==> src/design/thrs_pkg.sv <==
// Shared types and constants of the tagged history ring search block.
// No dependencies; imported by every module and interface of the block but thrs_ram.
package thrs_pkg;

    localparam int TAG_W   = 64;
    localparam int PAY_W   = 64;
    localparam int CNT_W   = 7;
    localparam int MAX_OUT = 64;

    typedef enum logic [1:0] {
        KIND_ACK   = 2'd0,
        KIND_MATCH = 2'd1,
        KIND_NONE  = 2'd2
    } t_kind;

    // Commands from the controller to the datapath.
    typedef struct packed {
        logic capture;
        logic rec;
        logic walk;
        logic done;
    } t_cmd;

    // Status from the datapath to the controller.
    typedef struct packed {
        logic out_free;
        logic walk_end;
    } t_stat;

endpackage

==> src/design/thrs_ctrl.sv <==
// Controller state machine of the history ring: sequences record and query items.
// Depends on thrs_pkg for the command and status structs.
module thrs_ctrl
    import thrs_pkg::*;
(
    input  logic  i_clk,
    input  logic  i_rst_n,
    input  logic  i_in_valid,
    input  logic  i_in_action,
    output logic  o_in_ready,
    input  t_stat i_stat,
    output t_cmd  o_cmd
);
    typedef enum logic [3:0] {
        ST_IDLE = 4'b0001,
        ST_REC  = 4'b0010,
        ST_WALK = 4'b0100,
        ST_DONE = 4'b1000
    } t_state;

    t_state r_state;
    t_state n_state;
    logic   accept;

    assign o_in_ready = (r_state == ST_IDLE);
    assign accept     = i_in_valid && o_in_ready;

    always_comb begin
        o_cmd.capture = accept;
        o_cmd.rec     = (r_state == ST_REC) && i_stat.out_free;
        o_cmd.walk    = (r_state == ST_WALK);
        o_cmd.done    = (r_state == ST_DONE) && i_stat.out_free;
    end

    always_comb begin
        n_state = r_state;
        unique case (r_state)
            ST_IDLE: begin
                if (accept) begin
                    n_state = i_in_action ? ST_WALK : ST_REC;
                end
            end
            ST_REC: begin
                if (i_stat.out_free) begin
                    n_state = ST_IDLE;
                end
            end
            ST_WALK: begin
                if (i_stat.walk_end) begin
                    n_state = ST_DONE;
                end
            end
            ST_DONE: begin
                if (i_stat.out_free) begin
                    n_state = ST_IDLE;
                end
            end
            default: n_state = ST_IDLE;
        endcase
    end

    always_ff @(posedge i_clk) begin
        if (!i_rst_n) begin
            r_state <= ST_IDLE;
        end else begin
            r_state <= n_state;
        end
    end
endmodule

==> config.mk <==
export PLATFORM = sky130hd
export DESIGN_NAME = thrs_ctrl
export DESIGN_NICKNAME = d
export VERILOG_FILES = /design/src/design/thrs_pkg.sv /design/src/design/thrs_ctrl.sv
export SDC_FILE = /design/constraint.sdc
export NUM_CORES = 1
export LEC_CHECK = 0
export ABC_AREA = 1
export BUFFER_PORTS_ARGS = -buffer_cell sky130_fd_sc_hd__clkbuf_2
export CAP_MARGIN = 5
export CORE_AREA = 2 2 39 41
export DETAILED_ROUTE_END_ITERATION = 16
export DIE_AREA = 0 0 41 43
export PLACE_DENSITY_LB_ADDON = 0.15
export REMOVE_ABC_BUFFERS = 1
export SYNTH_ARGS = -nofsm -noshare
export SYNTH_HDL_FRONTEND = slang
export SYNTH_SLANG_ARGS = --single-unit
==> constraint.sdc <==
create_clock -name i_clk -period 1.5 [get_ports i_clk]
set_clock_uncertainty 0.2 [all_clocks]
set_input_delay 0.3 -clock i_clk [delete_from_list [all_inputs] [get_ports i_clk]]
set_output_delay 0.3 -clock i_clk [all_outputs]
set_load 0.02 [all_outputs]
==> results.md, run 1 <==
Clock network:
- Counting the buffers created by CTS gives 3.
- TritonCTS built the clock tree.
- The number of buffers on the longest clock path is 2.
- After clock tree synthesis, the clock-pin slew on the worst setup and hold paths is about 0.040 ns.
- The tree is rooted in a clkbuf_4.
- The clock reaches the later pin of the worst-skew pair after 0.23 ns.
- The clock net in this run drives a total of 4 sinks.
- The total number of H-tree levels is 1.

Die:
- The floorplan step defined a die boundary enclosing ~0.0018 mm2.
- The initial utilization of the core area, before any placement, comes to between 20% and 30%.
- The die is about 43 um tall.
- Measured along the x axis, the die boundary spans 41 um.
- The floorplan has 14 rows.
- The placeable core area is 0.001384 mm2.
- The number of top-level design ports is 11.

STA:
- For the pin with the worst max-slew slack, the measured transition is roughly 0.13 ns.
- The final number of max-transition violations was 0.
- Setup repair after global routing could not meet its margin everywhere.
- The post-route fraction of the period consumed by the critical path is 103.2%.
- For this run, the top clock speed supported by timing is approximately 650 MHz.
- Setup violations remaining at the end of the flow were counted as 5.
- Measured against its own limit, the worst slew margin works out to 91.20%.
- Once routing completed, OpenROAD measured the worst setup slack at -0.04770 ns.
- The final hold violation count is 0.
- The final critical-path required period is between 1.5 and 2 ns.

Power:
- The total power of the final layout is 0.001126 W.
- The worst-case IR drop observed on VDD is around 1.1 mV.
- The ratio of total power to cell area is between 2000 and 2500 mW/mm2.
- The leakage power is approximately 0.27 nW.

Synth:
- The largest total area in the synthesized netlist belongs to dfxtp_1.
- The cell count after synthesis came out at 50.
- The count of yosys warnings during synthesis is 0.
- Averaged over all synthesized cells, the footprint is ~6.4 um2.
- By area the synthesized netlist is led by dfxtp_1 (25%), nand2_1 (12%), nor2_1 (11%).
- Sequential cells were found to cover 25.10% of the synthesized design area.
- The unique cell type count in the Yosys netlist is 15.
- Summed over its instances, the top area cell type makes up around a quarter of the synthesized netlist area.
- The cell area after synthesis is roughly 320 um2.
- In this run, synthesis produced a sequential element count of 4.

Routing:
- The DRC violation count after routing is 0.
- Before antenna repair, the detailed router went through 3 iterations.
- After the first detailed-routing iteration, the DRC count stood at 4.
- The total wire length is between 700 and 800 um.
- The final antenna-violating net count is 0.
- The per-cell via count in the routed design is 4.123.
- The final route contains 334 vias.
- Dividing the detail-routed wire length by the instance count gives between 8 and 9 um.

Critical path:
- The worst setup path is launched from a register.
- The critical path arrival is approximately 1.1 ns.
- The worst setup path is of the register to output pin kind.
- The signal on the critical path passes through nor2_4 > nand3_2 > nor2_1 > buf_4.
- The total buffers and inverters traversed by the critical path is 1.
- The data required time of the worst path is 1.00 ns.
- The family with the most delay on the worst path is flip-flops.
- The slowest stage of the critical path is the dfxtp_4 cell.
- In this design, the stage delay of the slowest critical-path cell is between 0.3 and 0.4 ns.
- The worst setup path is captured at an output pin.
- Of all nets on the critical path, the largest fanout is 4.

Final layout:
- The repair_antennas step left the layout with diodes totalling 0.
- The post-route netlist has between 50 and 60% of its cells at a drive strength greater than 1.
- The utilization after layout is 34.27%.
- The largest registers in the layout are r_state (4).
- The register with the most flip-flops in the layout has 4 of them.
- The final-stage net count is 73.
- The filler cell count is between 150 and 200.
- Compared with the post-synthesis result, the final layout area differs by 48.63%.
- Summing all non-filler instances in the final layout gives an area of roughly 470 um2.
- More flip-flops sit in one register than any other, and that register is r_state.

GRT:
- After global routing the overflow that remains totals 0.
- The largest net degree at the start of global routing is 6.
- The initial antenna violation count is 0.
- The global router's overall resource usage is approximately 10%.
- The global-route wire length before repair is ~1.1 mm.
- The via count of the first global-routing pass is approximately 300.

Place:
- Once detailed placement completed, the half-perimeter wirelength came to approximately 530 um.
- Input and output buffers added on the ports amount to 10.
- At the end of routability-driven placement, the weighted congestion stood at ~0.65.
- The placed instance area is between 300 and 400 um2.

Hold path:
- The class of the tightest hold or removal check is input pin to register.

Outcome:
- The checks that failed: setup timing.
- The flow ran to the end, but the final reports show violations.

Run:
- The tool flagged a number of max-cap violations equal to 0.
## cells in the mapped netlist (all sizes together)
library cell   n
inv            8
nand2         13
buf            2
a21oi          2
o21bai         1
bufinv         1
nand3          5
nor2          13
dfxtp          4
clkinv         1
## cell usage in the layout (no fill, tap or decap), types with 2 or more instances in the layout
cell type	instances
dfxtp_4	2
nand2_2	3
nor2_1	7
a21oi_1	2
nor2_2	4
inv_1	4
inv_2	4
nand2_1	9
nand3_2	2
nand3_1	3
dfxtp_2	2
buf_4	7
clkbuf_4	4
clkbuf_2	5
nor2_4	2
## layout make-up
type,count,area (um2),share of cell area (%)
multi-input combinational,34,190.2,40.11
timing repair buffer,14,100.1,21.11
sequential,4,90.09,19.00
inverter,10,51.30,10.82
clock buffer,3,22.52,4.749
tap,16,20.02,4.222
## metrics by stage
| step | setup WS (ns) | hold slack (ns) | cells | setup TNS (ns) |
|---|---|---|---|---|
| after floorplan | 0.1380 | 0.2207 | 48 | 0 |
| after global placement | 0.09623 | 0.3375 | 74 | 0 |
| after detailed placement | 0.1073 | 0.3477 | 74 | 0 |
| after CTS | -0.07346 | 0.1017 | 79 | -0.2789 |
| after global routing | -0.1089 | 0.1260 | 81 | -0.4392 |
| final | -0.04770 | 0.1116 | 81 | -0.1603 |
## path summary, 6_finish.rpt
check / end / cells past startpoint / slack, ns / startpoint
setup reg to reg: r_state[1]$_SDFFE_PN0P_ / 9 / 0.10 / r_state[3]$_SDFFE_PN0P_
hold reg to reg: r_state[2]$_SDFFE_PN0P_ / 2 / 0.33 / r_state[2]$_SDFFE_PN0P_
hold / removal: r_state[3]$_SDFFE_PN0P_ / 3 / 0.11 / i_rst_n
setup / recovery: o_cmd[2] / 4 / -0.05 / r_state[3]$_SDFFE_PN0P_
## what timing repair did
action                                  4_1_cts  5_1_grt
endpoints found under the setup margin        5        5
pin swaps                                     3        2
buffers inserted                              2        2
gates resized for setup                      15        7
hold buffers                                  0        0
## power by group
part           switching, W  internal [W]  leakage [nW]  total, W
sequential        0.0000736      0.000178        0.0345  0.000251
clock             0.0000406     0.0000892        0.0138  0.000130
combinational      0.000391      0.000353         0.219  0.000745
total              0.000506      0.000620         0.268   0.00113
## layer usage
layer / global-route usage, % / vias to the layer above / share of wire (%)
met1: 11.86 / 147 / 44
li1: - / 177 / -
met3: 1.571 / 2 / 5.5
met2: 13.44 / 8 / 49
met5: 0 / - / 0
met4: 12.00 / 0 / 1.5
## kinds of logic after synthesis
| family | synth area share, % |
|---|---|
| simple gates | 48.62 |
| buf+inv | 20.78 |
| flops | 25.10 |
| compound gates | 5.491 |
## worst register-to-register path: stages, from the launching register on
cell	delay [ns]
dfxtp_4	0.35
nor2_4	0.14
buf_4	0.12
nand3_1	0.11
nand2_1	0.10
inv_2	0.06
nand2_2	0.06
nand2_1	0.05
nand2_1	0.06
nor2_2	0.03
No activity file was read; power rests on OpenSTA's default activity.
==> inputs of run 2 (changes only) <==
CTS_BUF_LIST = sky130_fd_sc_hd__clkbuf_16   (was default)
PLACE_DENSITY_LB_ADDON = default   (was 0.15)
==> run 2 against run 1 <==
The run still ends with setup timing left. Flip-flop and latch count did not move. Setup slack improved by 0.011 ns. Sequential share of layout area fell by 1.8 points. Register-to-register slack improved by 0.08 ns. Largest power group unchanged. Sequential power rose by 5%. Wire length fell by 15%. Final cell count fell by 1.2%. Highest routed layer is now met3. Via count fell by 3.0%.
==> results.md, run 2 (synthesized netlist as in run 1, its figures left out) <==
Clock network:
- The number of buffers on the longest clock path is 2 (unchanged).
- The total number of H-tree levels is 1 (unchanged).
- The hold buffer count at cts is 0 (unchanged).
- The number of clock sinks is 4 (unchanged).
- The clock slew at the register clock pins of the worst setup and hold paths is 0.03 ns (was 0.04 ns).
- The TritonCTS buffer count came to 3 (unchanged).
- The buffer cell driving the clock tree root is clkbuf_16 (was clkbuf_4).
- The insertion delay of the later-clocked pin in the worst-skew pair came to 0.22 ns (was 0.23 ns).
- The CTS tree is yes (unchanged).

STA:
- RSZ-0062 raised after global routing: true (unchanged).
- The final number of max-transition violations was 0 (unchanged).
- The number of endpoints failing setup at the final stage is 4 (was 5).
- The post-route worst setup slack is -0.03644 ns (was -0.04770 ns).
- The highest achievable clock rate was 650.9 MHz (was 646.1 MHz).
- The total negative slack for setup checks is -0.08231 ns (was -0.1603 ns).
- The final hold violation count is 0 (unchanged).
- The post-route fraction of the period consumed by the critical path was 102.4% (was 103.2%).
- The worst hold-check slack is 0.1261 ns (was 0.1116 ns).
- The worst slew margin relative to its limit is 91.75% (was 91.20%).
- The transition time at the pin with the least slew margin is 0.1233 ns (was 0.1318 ns).
- The final critical-path required period is 1.536 ns (was 1.548 ns).

GRT:
- The global router's overall resource usage is 8.149% (was 10.13%).
- The initial antenna violation count is 0 (unchanged).
- The global-route wire length before repair came to 931 um (was 1.124 mm).
- The largest net degree at the start of global routing is 6 (unchanged).
- The total overflow reported by the global router is 0 (unchanged).
- The via count of the first global-routing pass is 254 (was 294).

Place:
- The number of cells in the design after placement is 74 (unchanged).
- The global placement routability congestion was 0.7178 (was 0.6506).
- The post-DP HPWL was 497.3 um (was 530.4 um).
- The placed instance area is 374.1 um2 (unchanged).
- The count of buffers from port buffering is 10 (unchanged).
- The worst slack at placement came to 0.1110 ns (was 0.1073 ns).

Final layout:
- The leading cell type in the layout, fill and taps excluded is nand2_1 (unchanged).
- The area growth from synthesis to layout is 68.63% (was 48.63%).
- The share of post-route cells with drive strength above 1 came to 60.94% (was 58.46%).
- The register with the most flip-flops is r_state (unchanged).
- The final cell count without fillers is 80 (was 81).
- Most used cells in the layout excluding fill and tap cells: nand2_1 (7), nor2_1 (6) (was nand2_1 (9), nor2_1 (7), buf_4 (7), clkbuf_2 (5)).
- The final-stage net count is 72 (was 73).
- The filler cell count is 155 (was 176).
- Registers with the highest flip-flop counts: r_state (4) (unchanged).
- The number of flip-flops in the largest register is 4 (unchanged).
- The antenna diode count is 0 (unchanged).
- The post-route cell area came to 538.0 um2 (was 474.2 um2).

Power:
- The ratio of total power to cell area came to 2641 mW/mm2 (was 2374 mW/mm2).
- The leakage power was 0.2907 nW (was 0.2676 nW).
- The worst IR drop on VDD is 1.096 mV (was 1.136 mV).

Critical path:
- The setup slack of the worst register-to-register path came to 0.18 ns (was 0.10 ns).
- The data required time of the worst path is 1.00 ns (about the same).
- The reg-to-reg critical path startpoint is r_state[3]$_SDFFE_PN0P_ (unchanged).
- The destination of the worst register-to-register timing path is r_state[1]$_SDFFE_PN0P_ (unchanged).
- The type of the worst setup path is register to output pin (unchanged).
- The largest fanout on the critical path came to 4 (unchanged).
- The kind of launch point of the worst setup path is a register (unchanged).
- The critical path capture point type is an output pin (unchanged).
- The worst reg-to-reg path cell count is 7 (was 9).
- The critical path arrival is 1.04 ns (was 1.05 ns).

Die:
- The overall die height was 43 um (unchanged).
- The width of the chip was 41 um (unchanged).
- The placeable core area is 0.001384 mm2 (unchanged).
- The effective utilization at floorplan came to 23.06% (unchanged).
- The number of top-level design ports was 11 (unchanged).
- The number of placement rows is 14 (unchanged).
- The die outline area was 0.001763 mm2 (unchanged).

Routing:
- The iteration-0 DRC count of the detailed router came to 1 (was 4).
- The total wire length is 622 um (was 728 um).
- The number of vias in the routed layout is 324 (was 334).
- The per-cell via count in the routed design is 4.050 (was 4.123).
- The DRC violation count after routing was 0 (unchanged).
- The final antenna-violating net count came to 0 (unchanged).
- The detailed-routing iteration count for the pre-antenna-repair pass is 2 (was 3).
- The detail-routed net length per standard cell is 7.775 um (was 8.988 um).

Run:
- The max-capacitance violation count is 0 (unchanged).

Outcome:
- Violations in the final reports: setup timing (unchanged).
- Run status: complete, but fails checks (unchanged).

Hold path:
- The class of the tightest hold or removal check is input pin to register (unchanged).
- The worst hold path endpoint is r_state[2]$_SDFFE_PN0P_ (was r_state[3]$_SDFFE_PN0P_).
- The start point of the worst hold path was i_rst_n (unchanged).
- The instance count along the most critical hold path came to 3 (unchanged).
run 2: cell types whose count changed in the layout (fill, tap and decap cells not counted), sizes merged:
cell / previous run / this run
buf: 8 / 7
run 2: area by class of cell:
class,instances,area (um2),share of cell area [%]
clock buffer,3,75.07,13.95
inverter,10,51.30,9.535
multi-input combinational,34,202.7,37.67
sequential,4,92.59,17.21
tap,16,20.02,3.721
timing repair buffer,13,96.34,17.91
run 2: where the power goes:
part	total (W)	internal (W)	switching, W
logic	0.000747	0.000362	0.000385
clock network	0.000411	0.000340	0.0000707
registers	0.000264	0.000183	0.0000801
run 2: per-stage QoR:
step           power [W]  util (%)
4_1_cts         0.001326     36.17
3_5_place_dp   0.0007192     27.03
5_1_grt         0.001516     38.88
2_1_floorplan  0.0006062         -
3_3_place_gp   0.0007148     27.03
6_report        0.001421     38.88
run 2: metal layers:
layer  GRT usage, %  routed length [um]  part of all wire, %
met5              0                   0                    0
met4          6.000                   0                    0
met3          3.141                  36                  5.8
met2          11.56                 316                   51
met1          9.385                 270                   43
run 2: worst max path at each step:
stage	from	to	slack, ns	cells after the start
detailed placement	r_state[3]$_SDFFE_PN0P_	o_cmd[3]	0.11	4
CTS	r_state[1]$_SDFFE_PN0P_	o_cmd[0]	-0.08	4
global route	r_state[3]$_SDFFE_PN0P_	o_cmd[2]	-0.11	4
finish	r_state[3]$_SDFFE_PN0P_	o_cmd[2]	-0.04	4
floorplan	r_state[3]$_SDFFE_PN0P_	o_cmd[3]	0.14	3
global placement	r_state[3]$_SDFFE_PN0P_	o_cmd[3]	0.12	4
run 2: worst max-delay path, stage by stage (launching register included):
cell     delay, ns
dfxtp_4       0.35
nor2_4        0.14
nand3_2       0.10
nor2_2        0.10
buf_6         0.12
run 2: what timing repair did:
| item | in CTS | in global routing |
|---|---|---|
| setup endpoints to repair | 5 | 5 |
| gates resized for setup | 14 | 14 |
| gates cloned | 0 | 0 |
| setup buffers | 2 | 1 |
| pin swaps | 4 | 5 |
==> inputs of run 3 (changes only) <==
ABC_AREA = 0   (was 1)
==> run 3 against run 2 <==
The flow still finishes with violations (setup timing). Combinational power is 90% lower. Count of clock-buffer cells in the layout stayed put. Power decreased by 57%. Clock power about the same. Wire length is 13% higher. Hold slack improved by 0.0050 ns. Global-route usage up 0.28 points. Via count decreased by 13%. Critical path type unchanged.
==> results.md, run 3 <==
STA:
- The number of endpoints failing setup at the final stage was 5 (was 4).
- The transition time at the pin with the least slew margin is 0.2291 ns (was 0.1233 ns).
- The worst slew margin relative to its limit is 84.73% (was 91.75%).
- The final critical-path required period was 1.591 ns (was 1.536 ns).
- The final number of max-transition violations is 0 (unchanged).
- The final hold violation count was 0 (unchanged).
- The highest achievable clock rate came to 628.4 MHz (was 650.9 MHz).
- The total negative slack for setup checks is -0.3122 ns (was -0.08231 ns).
- The post-route worst setup slack is -0.09125 ns (was -0.03644 ns).
- The post-route fraction of the period consumed by the critical path is 106.1% (was 102.4%).
- RSZ-0062 raised after global routing: true (unchanged).

Critical path:
- The type of the worst setup path was register to output pin (unchanged).
- The setup slack of the worst register-to-register path is 0.02 ns (was 0.18 ns).
- The worst reg-to-reg path cell count is 6 (was 7).
- Cell-by-cell listing of the critical path: nor2_4 > nand2_2 > nor3b_2 > buf_4 (was nor2_4 > nand3_2 > nor2_2 > buf_6).
- The data required time of the worst path came to 1.00 ns (about the same).
- The kind of launch point of the worst setup path is a register (unchanged).
- The standard cell with the maximum stage delay on the critical path was dfxtp_2 (was dfxtp_4).
- The critical path arrival was 1.09 ns (was 1.04 ns).
- The largest fanout on the critical path is 4 (unchanged).
- The delay of the slowest cell on the worst path is 0.33 ns (was 0.35 ns).
- The critical path capture point type is an output pin (unchanged).

Clock network:
- The CTS tree is yes (unchanged).
- The insertion delay of the later-clocked pin in the worst-skew pair came to 0.22 ns (about the same).
- The clock slew at the register clock pins of the worst setup and hold paths was 0.03 ns (about the same).
- The number of clock sinks was 4 (unchanged).
- The buffer cell driving the clock tree root is clkbuf_16 (unchanged).
- The total number of H-tree levels was 1 (unchanged).
- The hold buffer count at cts is 0 (unchanged).
- The number of buffers on the longest clock path is 2 (unchanged).
- The TritonCTS buffer count is 3 (unchanged).

Synth:
- Top cells by instance count after synthesis: dfxtp_1 (4), buf_4 (3), nor2_1 (3) (was nand2_1 (10), nor2_1 (9), inv_1 (6), dfxtp_1 (4), nor2_2 (4)).
- The flip-flop cell with the highest count after synthesis is dfxtp_1 (unchanged).
- The async set-reset flop share out of synthesis came to 0% (unchanged).
- The unique cell type count in the Yosys netlist is 19 (was 15).
- The portion of synthesized cell area occupied by the leading cell type is 31.68% (was 25.10%).
- The library cell with the highest instance count after synthesis is dfxtp_1 (was nand2_1).
- The post-synthesis area per instance is 8.425 um2 (was 6.381 um2).
- The synthesis-stage register bit count is 4 (unchanged).
- The post-synthesis cell type with the largest combined area is dfxtp_1 (unchanged).
- The number of enable flip-flop cells after synthesis is 0 (unchanged).
- The fraction of the yosys area taken by sequential cells is 31.68% (was 25.10%).
- The cell area after synthesis is 252.7 um2 (was 319.1 um2).
- The count of yosys warnings during synthesis is 0 (unchanged).
- The synthesized instance count is 30 (was 50).
- Top cells by area in the synthesized netlist: dfxtp_1 (32%), buf_4 (8.9%), nor3b_1 (5.9%) (was dfxtp_1 (25%), nand2_1 (12%), nor2_1 (11%)).

Final layout:
- The utilization after layout is 34.09% (was 38.88%).
- The post-route cell area came to 471.7 um2 (was 538.0 um2).
- The register with the most flip-flops is r_state (unchanged).
- The leading cell type in the layout, fill and taps excluded is buf_4 (was nand2_1).
- Registers with the highest flip-flop counts: r_state (4) (unchanged).
- The antenna diode count is 0 (unchanged).
- The area growth from synthesis to layout is 86.63% (was 68.63%).
- The share of post-route cells with drive strength above 1 is 68.89% (was 60.94%).
- Most used cells in the layout excluding fill and tap cells: buf_4 (11), clkbuf_2 (5), dfxtp_2 (4), clkbuf_16 (3) (was nand2_1 (7), nor2_1 (6)).
- The number of flip-flops in the largest register is 4 (unchanged).
- The final-stage net count is 53 (was 72).

GRT:
- The via count of the first global-routing pass came to 242 (was 254).
- The initial antenna violation count came to 0 (unchanged).
- The global router's overall resource usage came to 8.425% (was 8.149%).
- The total overflow reported by the global router is 0 (unchanged).
- The global-route wire length before repair is 883 um (was 931 um).
- The largest net degree at the start of global routing is 9 (was 6).

Power:
- The switching part of the total came to 18.27% (was 37.70%).
- The ratio of total power to cell area is 1290 mW/mm2 (was 2641 mW/mm2).
- The leakage power is 0.2296 nW (was 0.2907 nW).
- The relative contribution of the clock network to total power is 67.2% (was 28.9%).
- The total net switching power is 0.0001112 W (was 0.0005358 W).
- The sequential share of power was 20.1% (was 18.5%).
- The internal power contribution is 0.0004974 W (was 0.0008852 W).
- The share of total power in combinational logic came to 12.6% (was 52.5%).
- The worst IR drop on VDD came to 1.052 mV (was 1.096 mV).
- The total power of the final layout is 0.0006086 W (was 0.001421 W).

Die:
- The placeable core area was 0.001384 mm2 (unchanged).
- The die outline area was 0.001763 mm2 (unchanged).
- The overall die height came to 43 um (unchanged).
- The number of top-level design ports is 11 (unchanged).
- The number of placement rows is 14 (unchanged).
- The width of the chip came to 41 um (unchanged).
- The effective utilization at floorplan is 18.26% (was 23.06%).

Routing:
- The iteration-0 DRC count of the detailed router was 2 (was 1).
- The per-cell via count in the routed design is 4.607 (was 4.050).
- The final antenna-violating net count is 0 (unchanged).
- The total wire length is 702 um (was 622 um).
- The detailed-routing iteration count for the pre-antenna-repair pass came to 2 (unchanged).
- The number of vias in the routed layout came to 281 (was 324).
- The DRC violation count after routing is 0 (unchanged).
- The detail-routed net length per standard cell is 11.51 um (was 7.775 um).

Hold path:
- The instance count along the most critical hold path is 2 (was 3).
- The class of the tightest hold or removal check is input pin to register (unchanged).

Place:
- The placed instance area was 296.5 um2 (was 374.1 um2).
- The worst slack at placement was 0.01597 ns (was 0.1110 ns).
- The post-DP HPWL came to 391.9 um (was 497.3 um).
- The global placement routability congestion is 0.6687 (was 0.7178).
- The count of buffers from port buffering came to 10 (unchanged).

Outcome:
- Violations in the final reports: setup timing (unchanged).
- Run status: complete, but fails checks (unchanged).

Run:
- The max-capacitance violation count is 0 (unchanged).
## run 3: final cells by class
type / count / area [um2]
Clock buffer: 3 / 75.07
Tap cell: 16 / 20.02
Inverter: 2 / 7.507
Fill cell: 143 / 912.1
Sequential cell: 4 / 85.08
Multi-Input combinational cell: 20 / 176.4
Timing Repair Buffer: 16 / 107.6
## run 3: cells by family (layout without fill, tap and decap cells)
kind of cell	after synthesis	in the layout	share of synthesized area, %
AND/OR/NAND/NOR	15	15	36.14
XOR/XNOR	1	1	3.466
buffers and inverters	6	21	16.34
flip-flops	4	4	31.68
AO/OA/AOI/OAI	4	4	12.38
## run 3: final timing paths
check,start,endpoint
worst min register to register,r_state[1]$_SDFFE_PN0P_,r_state[1]$_SDFFE_PN0P_
worst max register to register,r_state[0]$_SDFFE_PN1P_,r_state[3]$_SDFFE_PN0P_
worst min-delay path,i_rst_n,r_state[0]$_SDFFE_PN1P_
worst max-delay path,r_state[0]$_SDFFE_PN1P_,o_cmd[2]
## run 3: through the flow
step	hold WS (ns)	cells
global route	0.1476	61
finish	0.1311	61
global placement	0.3618	53
floorplan	0.2004	26
detailed placement	0.3590	53
CTS	0.1287	59
## run 3: power by group through the flow
stage | combinational, W | sequential, W | clock [W]
6_report | 0.0000769 | 0.000122 | 0.000409
3_3_place_gp | 0.0000492 | 0.000119 | 0
4_1_cts | 0.0000628 | 0.000119 | 0.000418
2_1_floorplan | 0.0000290 | 0.000118 | 0
3_5_place_dp | 0.0000492 | 0.000119 | 0
5_1_grt | 0.0000841 | 0.000123 | 0.000432
## run 3: layer usage
| layer | global-route usage (%) | vias to the layer above | routed length (um) |
|---|---|---|---|
| li1 | - | 137 | - |
| met1 | 6.731 | 134 | 263 |
| met2 | 12.19 | 10 | 373 |
| met3 | 9.424 | 0 | 65 |
| met4 | 4.000 | 0 | 0 |
| met5 | 0 | - | 0 |
## run 3: timing repair
| action | 4_1_cts | 5_1_grt |
|---|---|---|
| endpoints found under the setup margin | 5 | 5 |
| gates resized for setup | 13 | 10 |
| buffers inserted | 3 | 2 |
| pin swaps | 4 | 2 |
## run 3: worst max-delay path: cells and delay by family (launching register included)
| kind | cells | cell delay, ns |
|---|---|---|
| simple gates | 3 | 0.38 |
| flops | 1 | 0.33 |
| buf+inv | 1 | 0.16 |
